<file path="src/hdl/bsl_pkg.sv">
`timescale 1ns / 1ps

package bsl_pkg;

  localparam int unsigned DATA_W  = 32;
  localparam int unsigned POS_W   = 7;
  localparam int unsigned KIND_W  = 3;
  localparam int unsigned FIDX_W  = 6;
  localparam int unsigned CNT_W   = 7;
  localparam int unsigned GROUP_W = 8;   // match bits examined per scan cycle

  typedef enum logic [KIND_W-1:0] {
    KIND_PUSH_BACK  = 3'd0,
    KIND_POP_BACK   = 3'd1,
    KIND_PUSH_FRONT = 3'd2,
    KIND_POP_FRONT  = 3'd3,
    KIND_INSERT     = 3'd4,
    KIND_ERASE      = 3'd5,
    KIND_FIND       = 3'd6
  } kind_e;

  typedef enum logic [1:0] {
    STATUS_OK    = 2'd0,
    STATUS_FULL  = 2'd1,
    STATUS_EMPTY = 2'd2,
    STATUS_RANGE = 2'd3
  } status_e;

  typedef enum logic [1:0] {
    ST_IDLE = 2'b01,
    ST_SCAN = 2'b10
  } state_e;

  // Broadcast command to every cell of the row.
  typedef struct packed {
    logic shift_up;    // open a gap at pos, write data there
    logic shift_down;  // close the gap at pos
  } cell_op_t;

endpackage

</file>
<file path="src/hdl/bsl_cell.sv">
`timescale 1ns / 1ps

module bsl_cell import bsl_pkg::*; #(
  parameter int unsigned IDX  = 0,
  parameter int unsigned CMPW = 8
) (
  input  logic              clk_i,
  input  cell_op_t          op_i,
  input  logic [CMPW-1:0]   pos_i,
  input  logic [CMPW-1:0]   count_i,
  input  logic [DATA_W-1:0] data_i,   // value to write, or key to compare
  input  logic [DATA_W-1:0] prev_i,   // entry of the lower neighbor
  input  logic [DATA_W-1:0] next_i,   // entry of the upper neighbor
  output logic [DATA_W-1:0] entry_o,
  output logic              hit_o
);

  localparam logic [CMPW-1:0] IdxV = CMPW'(IDX);

  logic [DATA_W-1:0] entry_q, entry_d;

  always_comb begin
    entry_d = entry_q;
    if (op_i.shift_up) begin
      if (IdxV == pos_i) begin
        entry_d = data_i;
      end else if (IdxV > pos_i) begin
        entry_d = prev_i;
      end
    end else if (op_i.shift_down) begin
      if (IdxV >= pos_i) begin
        entry_d = next_i;
      end
    end
  end

  always_ff @(posedge clk_i) begin
    entry_q <= entry_d;
  end

  assign entry_o = entry_q;
  // Only live entries may match.
  assign hit_o   = (entry_q == data_i) && (IdxV < count_i);

endmodule

</file>
<file path="config.mk">
export PLATFORM = sky130hd
export DESIGN_NAME = bsl_cell
export DESIGN_NICKNAME = d
export VERILOG_FILES = /design/src/hdl/bsl_pkg.sv /design/src/hdl/bsl_cell.sv
export SDC_FILE = /design/constraint.sdc
export NUM_CORES = 1
export LEC_CHECK = 0
export ABC_AREA = 1
export BUFFER_PORTS_ARGS = -buffer_cell sky130_fd_sc_hd__buf_2
export CAP_MARGIN = 40
export CORE_MARGIN = 2
export CORE_UTILIZATION = 40
export DETAILED_ROUTE_END_ITERATION = 10
export GPL_TIMING_DRIVEN = 0
export PLACE_DENSITY = 0.83
export SLEW_MARGIN = 5
export SYNTH_ARGS = -nofsm -noshare
export SYNTH_HDL_FRONTEND = slang
export SYNTH_SLANG_ARGS = --single-unit
</file>
<file path="constraint.sdc">
create_clock -name clk_i -period 5.6 [get_ports clk_i]
set_clock_uncertainty 0.1 [all_clocks]
set_input_delay 0 -clock clk_i [delete_from_list [all_inputs] [get_ports clk_i]]
set_output_delay 0 -clock clk_i [all_outputs]
set_load 0.01 [all_outputs]
</file>
==> summary.md, run 1 <==
| Metric | Value |
|---|---|
| Syn_nets | `436` |
| Number of flip-flops in the largest register | `32` |
| Root buffer cell | `clkbuf_8` |
| Initial antenna violation count | `0` |
| Die Ht | `78.8 um` |
| Netlist Area Pre-Place | `2240 um^2` |
| Yosys reg bits | `32` |
| Total GRT Usage | `26.8%` |
| Max rail drop VDD | `0.0000956 V` |
| Most common cell after layout, fill and taps aside | `buf_2` |
| Vias per cell | `4.79` |
| Most frequent cells in the layout | `150 x buf_2, 93 x nand2_1, 64 x a21oi_1` |
| Worst Path Class, Setup | `input pin to flop` |
| IO buf count | `146` |
| Fin. Hold Viols | `0` |
| Arrival time worst endpoint | `1.61 ns` |
| Drt drc | `0` |
| Startpoint types | `input pin` |
| Required time of the critical path | `5.53 ns` |
| Layout cells sized above 1 | `30.8%` |
| Die width | `78.8 um` |
| Initial Util | `41.2%` |
| Area grow syn2layout | `68.2%` |
| Sequential-to-total area share from yosys stat | `42.9%` |
| Synth warnings | `0` |
| Vias in the first global route | `2971` |
| Reg clk slew, reported paths | `0.07 ns` |
| Final Wtd Congestion | `0.860` |
| Total wire length | `8240 um` |
| Post-Syn Instances | `321` |
| Worst-Margin Slew | `0.582 ns` |
| Worst hold-check path type | `input pin to flop` |
| Tmin final | `1.68 ns` |
| Finished Core Util | `69.2%` |
| Global-route wire length before repair | `13000 um` |
| Largest net degree at the start of global routing | `18` |
| Setup TNS | `0 ns` |
| WL per Instance | `13.6 um` |
| Power Density | `154 nW/um^2` |
| Row count | `27` |
| Post-CTS Setup Bufs | `0` |
| Clock Sinks | `32` |
| Fmax | `594 MHz` |
| Die footprint | `6210 um^2` |
| TritonCTS buffer count | `5` |
| Setup violators final | `0` |
| Crit path max fanout | `10` |
| Outcome | `finished clean` |
| CTS tree | `yes` |
| Core area | `5440 um^2` |
| # diodes | `0` |
| 1st-pass router iterations | `4` |
| Nets | `649` |
| Final period util | `30.1%` |
| Initial DRC Count | `171` |
| Post-route antenna net violation count | `0` |
| Normalized max-slew margin | `61.2%` |
| Clk buf depth | `2` |
| Grt ovf | `0` |
| Max-cap violations | `0` |
| Post-DP HPWL | `5520 um` |
| Crit path capture type | `flop` |
| Syn avg cell area | `6.97 um^2` |
| IO Pins | `148` |
| Total number of vias | `2910` |
| Total leakage power | `1.81 nW` |
| H-Tree Depth | `2` |
| RSZ-0062 raised after global routing | `no` |
| Fill count | `479` |
| Netlist cell types | `16` |
| Fin. max-slew vios | `0` |
per-layer routing:
metal	routed length [um]	global-route usage, %	share of wire (%)	up-vias
li1	-	-	-	1448
met1	3190	29.4	39	1312
met2	4370	50.4	53	134
met3	535	5.34	6.5	16
met4	151	10.2	1.8	0
met5	0	0	0	-
kinds of logic (layout without fill, tap and decap cells):
logic type | Yosys count | after routing | share of synthesized area [%]
simple gates | 161 | 161 | 27.9
flops | 32 | 32 | 42.9
compound gates | 67 | 67 | 15.0
buf+inv | 49 | 263 | 9.50
xor+xnor | 12 | 12 | 4.70
report_power, final:
part / switching (mW) / internal, mW
sequential: 0.000454 / 0.266
combinational: 0.0585 / 0.0823
clock: 0.0843 / 0.0865
total: 0.143 / 0.435
stage by stage:
step | setup slack, ns | instance area, um^2 | hold slack, ns | power [mW] | instances
2_1_floorplan | 3.21 | 2240 | 0.125 | 0.314 | 321
3_3_place_gp | 2.25 | 3060 | 0.209 | 0.366 | 539
3_5_place_dp | 3.74 | 3090 | 0.220 | 0.370 | 540
4_1_cts | 3.96 | 3750 | 0.00205 | 0.578 | 606
5_1_grt | 3.84 | 3760 | 0.0238 | 0.608 | 607
6_report | 3.92 | 3760 | 0.00977 | 0.578 | 607
what timing repair did:
item / CTS / global route
hold buffers: 58 / 1
resized for setup: 0 / 0
endpoints found under the hold margin: 32 / 1
setup endpoints to repair: 0 / 0
critical path, cell delays in order:
cell and delay (ns):
buf_2 0.10, nor2_1 0.13, nand4_2 0.23, buf_2 0.29
a21oi_1 0.19, a21oi_1 0.10, dlygate4sd3_1 0.57
cells in the mapped netlist, drive strengths merged:
cell type	number	area share, %
nand3	3	0.67
xnor2	11	4.3
xor2	1	0.39
or2	2	0.56
buf	7	2.4
edfxtp	32	43
clkinv	1	0.22
clkbuf	6	1.0
inv	35	5.9
nand2	93	16
a21oi	64	14
nor2	62	11
nand4	1	0.56
o21ai	3	0.67
final cells by class:
cell class	count	area, um^2	area share (%)
inverters	36	136	3.62
multi-input cells	240	1070	28.5
well taps	72	90.1	2.39
clock inverters	1	3.75	0.0997
flip-flops and latches	32	961	25.5
plain buffers	13	76.3	2.03
repair buffers	206	1350	35.8
clock buffers	7	76.3	2.03
path summary, 6_finish.rpt:
kind	to	slack, ns	depth (start not counted)	start
setup / recovery	entry_o[19]	3.92	7	pos_i[7]
hold / removal	entry_o[8]	0.01	3	prev_i[8]
Power figures use the tool's default switching activity.
==> run 2, diff against run 1 <==
--- a/config.mk
+++ b/config.mk
@@ -5,14 +5,14 @@
 export SDC_FILE = /design/constraint.sdc
 export NUM_CORES = 1
 export LEC_CHECK = 0
-export ABC_AREA = 1
+export ABC_AREA = 0
 export BUFFER_PORTS_ARGS = -buffer_cell sky130_fd_sc_hd__buf_2
 export CAP_MARGIN = 40
 export CORE_MARGIN = 2
 export CORE_UTILIZATION = 40
 export DETAILED_ROUTE_END_ITERATION = 10
 export GPL_TIMING_DRIVEN = 0
-export PLACE_DENSITY = 0.83
+export PLACE_DENSITY = 0.85
 export SLEW_MARGIN = 5
 export SYNTH_ARGS = -nofsm -noshare
 export SYNTH_HDL_FRONTEND = slang
==> constraint.sdc (replaced) <==
create_clock -name clk_i -period 1.7 [get_ports clk_i]
set_clock_uncertainty 0.1 [all_clocks]
set_input_delay 0 -clock clk_i [delete_from_list [all_inputs] [get_ports clk_i]]
set_output_delay 0 -clock clk_i [all_outputs]
set_load 0.01 [all_outputs]
==> run 2 against run 1 <==
Compared with the run above: the flow now finishes with violations (setup timing); synthesized area down 10%; non-clock buffer count down 25; die area down 9.5%; combinational power rose to 2.7 times the previous value; setup slack worse by 4.2 ns; worst hold slack worse by 0.0051 ns; first-iteration DRC count down 60%; highest routed layer unchanged.
==> summary.md, run 2 <==
| Metric | Value |
|---|---|
| Clock Sinks | `32` |
| CTS tree | `yes` |
| Cells after DPL | `402` |
| Post-Syn Instances | `188` |
| Startpoint types | `flop` |
| Final worst setup slack | `-0.238 ns` |
| # diodes | `0` |
| Post-route antenna net violation count | `0` |
| Met1 WL | `2740 um` |
| Largest net degree at the start of global routing | `20` |
| IO buf count | `146` |
| Yosys reg bits | `32` |
| 1st-pass router iterations | `4` |
| Most common cell after layout, fill and taps aside | `buf_2` |
| Power Density | `541 nW/um^2` |
| WL per Instance | `15.7 um` |
| Setup violators final | `1` |
| Initial antenna violation count | `0` |
| Required time of the critical path | `1.60 ns` |
| RSZ-0062 raised after global routing | `yes` |
| Total wire length | `7030 um` |
| Fmax | `516 MHz` |
| Top post-synthesis cells by area | `edfxtp_1 48%, mux2i_1 16%, xor2_1 12%` |
| Crit path max fanout | `2` |
| Simple-Gate Fraction of Synth Area | `10.8%` |
| Row count | `25` |
| Largest family of logic cells by synthesized area | `multiplexers` |
| Multiplexer area fraction after synthesis | `15.9%` |
| Most frequent cells in the layout | `146 x buf_2, 36 x dlygate4sd3_1, 33 x nor2_1` |
| Final Non-Filler Cells | `447` |
| Nets | `494` |
| Most frequent cell after synthesis | `nor2_1` |
| DR WL met2 | `3740 um` |
| H-Tree Depth | `2` |
| Total GRT Usage | `24.8%` |
| Grt ovf | `0` |
| Post-DP HPWL | `5050 um` |
| Max rail drop VDD | `0.000487 V` |
| Synth warnings | `0` |
| Top cell types by occurrence after synthesis | `34 x nor2_1, 32 x a21oi_1, 32 x edfxtp_1, 32 x mux2i_1, 28 x xor2_1` |
| Syn avg cell area | `10.7 um^2` |
| Reg clk slew, reported paths | `0.07 ns` |
| Syn_nets | `303` |
| Total leakage power | `1.69 nW` |
| Die width | `75.0 um` |
| Compound-gate portion of the synthesized area | `8.70%` |
| Worst Path Class, Setup | `flop to primary output` |
| Initial Util | `42.1%` |
| Tmin final | `1.94 ns` |
| Worst-Margin Slew | `0.558 ns` |
| Clk buf depth | `2` |
| Normalized max-slew margin | `62.8%` |
| Main flop type after synthesis | `edfxtp_1` |
| Drt drc | `0` |
| Post-Synth Adder-Cell Area | `0%` |
| Crit path capture type | `primary output` |
| Core area | `4790 um^2` |
| Post-Synth XOR/XNOR Area | `13.9%` |
| Area grow syn2layout | `66.9%` |
| Die footprint | `5620 um^2` |
| Fin. Hold Viols | `0` |
| Outcome | `finished, violations left` |
| Number of enable flip-flop cells after synthesis | `32` |
| TritonCTS buffer count | `5` |
| Final Wtd Congestion | `0.786` |
| Routed wl met3 | `492 um` |
| Max layer used | `met4` |
| Layout cells sized above 1 | `43.2%` |
| Netlist Area Pre-Place | `2010 um^2` |
| Sequential-to-total area share from yosys stat | `47.7%` |
| Initial DRC Count | `69` |
| IO Pins | `148` |
| Netlist cell types | `13` |
| Share of the synthesized area in the top cell type | `47.7%` |
| Vias in the first global route | `2297` |
| Failing checks | `setup timing` |
| Vias per cell | `4.86` |
| Fin. max-slew vios | `0` |
| Max-cap violations | `0` |
| Final period util | `114%` |
| Die Ht | `75.0 um` |
| Number of flip-flops in the largest register | `32` |
| Total number of vias | `2173` |
| Total power | `1.82 mW` |
| Post-synth top area cell | `edfxtp_1` |
| Global-route wire length before repair | `10200 um` |
| Fill count | `378` |
| Root buffer cell | `clkbuf_8` |
| Worst hold-check path type | `input pin to flop` |
| Asr flop ratio synth | `0%` |
| Arrival time worst endpoint | `1.84 ns` |
==> run 2: worst max-delay path, stage by stage, from the launching register on <==
cell and delay, ns:
edfxtp_1 0.42, xor2_1 0.18, nor4_2 0.31, nand3_1 0.18
a2111oi_2 0.28, buf_2 0.19
==> run 2: worst paths after layout <==
path                        from          end  slack [ns]  cells after the start
worst max-delay path  entry_o[0]        hit_o       -0.24                      5
worst min-delay path  prev_i[11]  entry_o[11]       0.005                      3
==> run 2: where the power goes <==
part           total (mW)  switching (mW)  internal (mW)
Combinational       0.381           0.164          0.217
Sequential          0.878         0.00149          0.877
Clock               0.559           0.274          0.285
Total                1.82           0.440           1.38
==> run 2: metrics by stage <==
| step | utilization [%] | cell area [um^2] | hold WS, ns | setup slack, ns | TNS (ns) |
|---|---|---|---|---|---|
| finish | 70.2 | 3360 | 0.00465 | -0.238 | -0.238 |
| floorplan | - | 2020 | 0.0716 | 0.00795 | 0 |
| CTS | 70.1 | 3360 | 0.000187 | -0.224 | -0.224 |
| global placement | 59.3 | 2840 | 0.215 | -0.458 | -14.67 |
| global route | 70.2 | 3360 | 0.0195 | -0.325 | -0.325 |
| detailed placement | 59.8 | 2860 | 0.226 | -0.306 | -7.71 |
==> run 2: layer usage <==
layer	track usage, %	up-vias
li1	-	1065
met1	27.9	986
met2	47.8	115
met3	4.02	7
met4	7.34	0
met5	0	-
==> run 2: layout make-up <==
cell class              count  area, um^2  share of cell area [%]
plain buffers              10        60.1                    1.79
clock buffers               7        76.3                    2.27
clock inverters             1        3.75                   0.112
multi-input cells         146        1040                    30.9
flip-flops and latches     32         961                    28.6
well taps                  67        83.8                    2.49
repair buffers            184        1140                    33.9
==> run 2: repair_timing <==
item	CTS	global route
hold endpoints to repair	32	0
pin swaps	4	3
setup endpoints to repair	20	1
hold buffers	36	0
buffers inserted	1	0
gates resized for setup	5	1
==> run 2: cells by family after synthesis <==
logic type,Yosys count
AND/OR/NAND/NOR,49
AO/OA/AOI/OAI,33
XOR/XNOR,32
multiplexers,32
flip-flops,32
buffers and inverters,10
==> run 3, diff against run 2 <==
--- a/config.mk
+++ b/config.mk
@@ -6,13 +6,12 @@
 export NUM_CORES = 1
 export LEC_CHECK = 0
 export ABC_AREA = 0
-export BUFFER_PORTS_ARGS = -buffer_cell sky130_fd_sc_hd__buf_2
 export CAP_MARGIN = 40
-export CORE_MARGIN = 2
 export CORE_UTILIZATION = 40
 export DETAILED_ROUTE_END_ITERATION = 10
+export DONT_BUFFER_PORTS = 1
 export GPL_TIMING_DRIVEN = 0
-export PLACE_DENSITY = 0.85
+export PLACE_DENSITY = 0.6
 export SLEW_MARGIN = 5
 export SYNTH_ARGS = -nofsm -noshare
 export SYNTH_HDL_FRONTEND = slang
==> run 3 against run 2 <==
Compared with the run above: the flow still finishes with violations (setup timing); clock-buffer cell count unchanged; routed wire length increased by 3.6%; via count decreased by 9.8%; highest routed layer unchanged.
==> summary.md, run 3 (synthesis results as in run 2) <==
| Metric | Value |
|---|---|
| Die footprint | `5320 um^2` |
| Vias in the first global route | `2148` |
| Max rail drop VDD | `0.000396 V` |
| Number of flip-flops in the largest register | `32` |
| Area grow syn2layout | `55.2%` |
| Layout cells sized above 1 | `9.96%` |
| Clock Sinks | `32` |
| Post-DP HPWL | `4470 um` |
| Cell Int Power | `1.37 mW` |
| Startpoint types | `flop` |
| Crit path max fanout | `2` |
| Largest net degree at the start of global routing | `17` |
| Drt drc | `0` |
| Part of the power in registers | `49.4%` |
| Final worst setup slack | `-0.223 ns` |
| Worst-Margin Slew | `0.578 ns` |
| Power Density | `570 nW/um^2` |
| WHS | `0.154 ns` |
| Reg clk slew, reported paths | `0.06 ns` |
| Nets | `395` |
| TritonCTS buffer count | `5` |
| IO Pins | `148` |
| Core area | `4790 um^2` |
| Initial DRC Count | `97` |
| Most common cell after layout, fill and taps aside | `dlygate4sd3_1` |
| Root buffer cell | `clkbuf_8` |
| Initial Util | `42.1%` |
| Grt ovf | `0` |
| Fmax | `520 MHz` |
| Post-route antenna net violation count | `0` |
| Die width | `73.0 um` |
| Fill count | `373` |
| Final period util | `113%` |
| Final Non-Filler Cells | `348` |
| Required time of the critical path | `1.60 ns` |
| Fin. Hold Viols | `0` |
| Setup violators final | `1` |
| Failing checks | `setup timing` |
| Final Wtd Congestion | `0.789` |
| Tmin final | `1.92 ns` |
| Total number of vias | `1959` |
| Setup WS pre-CTS | `-0.402 ns` |
| Normalized max-slew margin | `61.1%` |
| RSZ-0062 raised after global routing | `yes` |
| Total leakage power | `1.32 nW` |
| Cells after DPL | `256` |
| Row count | `25` |
| WL per Instance | `20.9 um` |
| Total GRT Usage | `27.6%` |
| Most frequent cells in the layout | `80 x dlygate4sd3_1, 33 x nor2_1, 32 x mux2i_1, 32 x a21oi_1, 32 x edfxtp_1` |
| CTS tree | `yes` |
| Net Sw Power | `414 uW` |
| 1st-pass router iterations | `4` |
| Initial antenna violation count | `0` |
| Vias per cell | `5.63` |
| Clk buf depth | `2` |
| Sw Ratio | `23.2%` |
| Die Ht | `73.0 um` |
| Total wire length | `7290 um` |
| Crit path capture type | `primary output` |
| Fin. max-slew vios | `0` |
| H-Tree Depth | `2` |
| Global-route wire length before repair | `10400 um` |
| Comb power frac | `19.2%` |
| Outcome | `finished, violations left` |
| # diodes | `0` |
| Arrival time worst endpoint | `1.82 ns` |
| Worst hold-check path type | `input pin to primary output` |
| Worst Path Class, Setup | `flop to primary output` |
| IO buf count | `0` |
| Max-cap violations | `0` |
| Clock power frac | `31.5%` |
==> run 3: changes by cell type in the layout (fill, tap and decap cells not counted), moves of 3 or more <==
cell | previous run | this run
buf_2 | 146 | 0
dlygate4sd3_1 | 36 | 80
clkbuf_1 | 9 | 5
clkbuf_2 | 0 | 4
buf_4 | 0 | 3
==> run 3: final cells by class <==
| class | count | area, um^2 | share of cell area, % |
|---|---|---|---|
| Sequential cell | 32 | 961 | 30.7 |
| Buffer | 10 | 65.1 | 2.08 |
| Multi-Input combinational cell | 146 | 1060 | 34.1 |
| Clock inverter | 1 | 3.75 | 0.120 |
| Timing Repair Buffer | 85 | 871 | 27.9 |
| Clock buffer | 7 | 76.3 | 2.44 |
| Tap cell | 67 | 83.8 | 2.68 |
==> run 3: layer usage <==
metal | part of all wire [%] | track usage [%]
met1 | 35 | 28.2
met3 | 6.8 | 5.66
met2 | 56 | 53.5
met5 | 0 | 0
met4 | 2.4 | 12.4
==> run 3: final timing paths <==
kind	to	cells past startpoint	slack [ns]	startpoint
worst min-delay path	hit_o	3	0.15	data_i[10]
worst max-delay path	hit_o	4	-0.22	entry_o[5]
==> run 3: power by group through the flow <==
stage / logic (mW) / clock network (mW) / registers (mW)
after CTS: 0.323 / 0.572 / 0.880
after floorplan: 0.122 / 0 / 0.896
after global placement: 0.147 / 0 / 0.897
after global routing: 0.365 / 0.610 / 0.879
after detailed placement: 0.157 / 0 / 0.897
final: 0.341 / 0.561 / 0.880
==> run 3: through the flow <==
| stage | setup TNS, ns | cell area [um^2] | total power [mW] | util (%) |
|---|---|---|---|---|
| finish | -0.223 | 3130 | 1.78 | 65.3 |
| global route | -0.292 | 3130 | 1.86 | 65.3 |
| CTS | -0.280 | 3090 | 1.78 | 64.6 |
| detailed placement | -10.48 | 2130 | 1.05 | 44.6 |
| global placement | -14.52 | 2110 | 1.04 | 44.0 |
| floorplan | 0 | 2020 | 1.02 | - |
==> run 3: worst max-delay path, stage by stage (launching register included) <==
cell and delay [ns]:
edfxtp_1 0.46, xor2_1 0.19, nor4_2 0.35, nand3_2 0.17, a2111oi_4 0.37
==> run 3: timing repair <==
item / in CTS / in global routing
endpoints found under the setup margin: 17 / 16
pin swaps: 3 / 4
buffers inserted: 2 / 2
endpoints found under the hold margin: 32 / 0
hold buffers: 80 / 0
resized for setup: 7 / 11
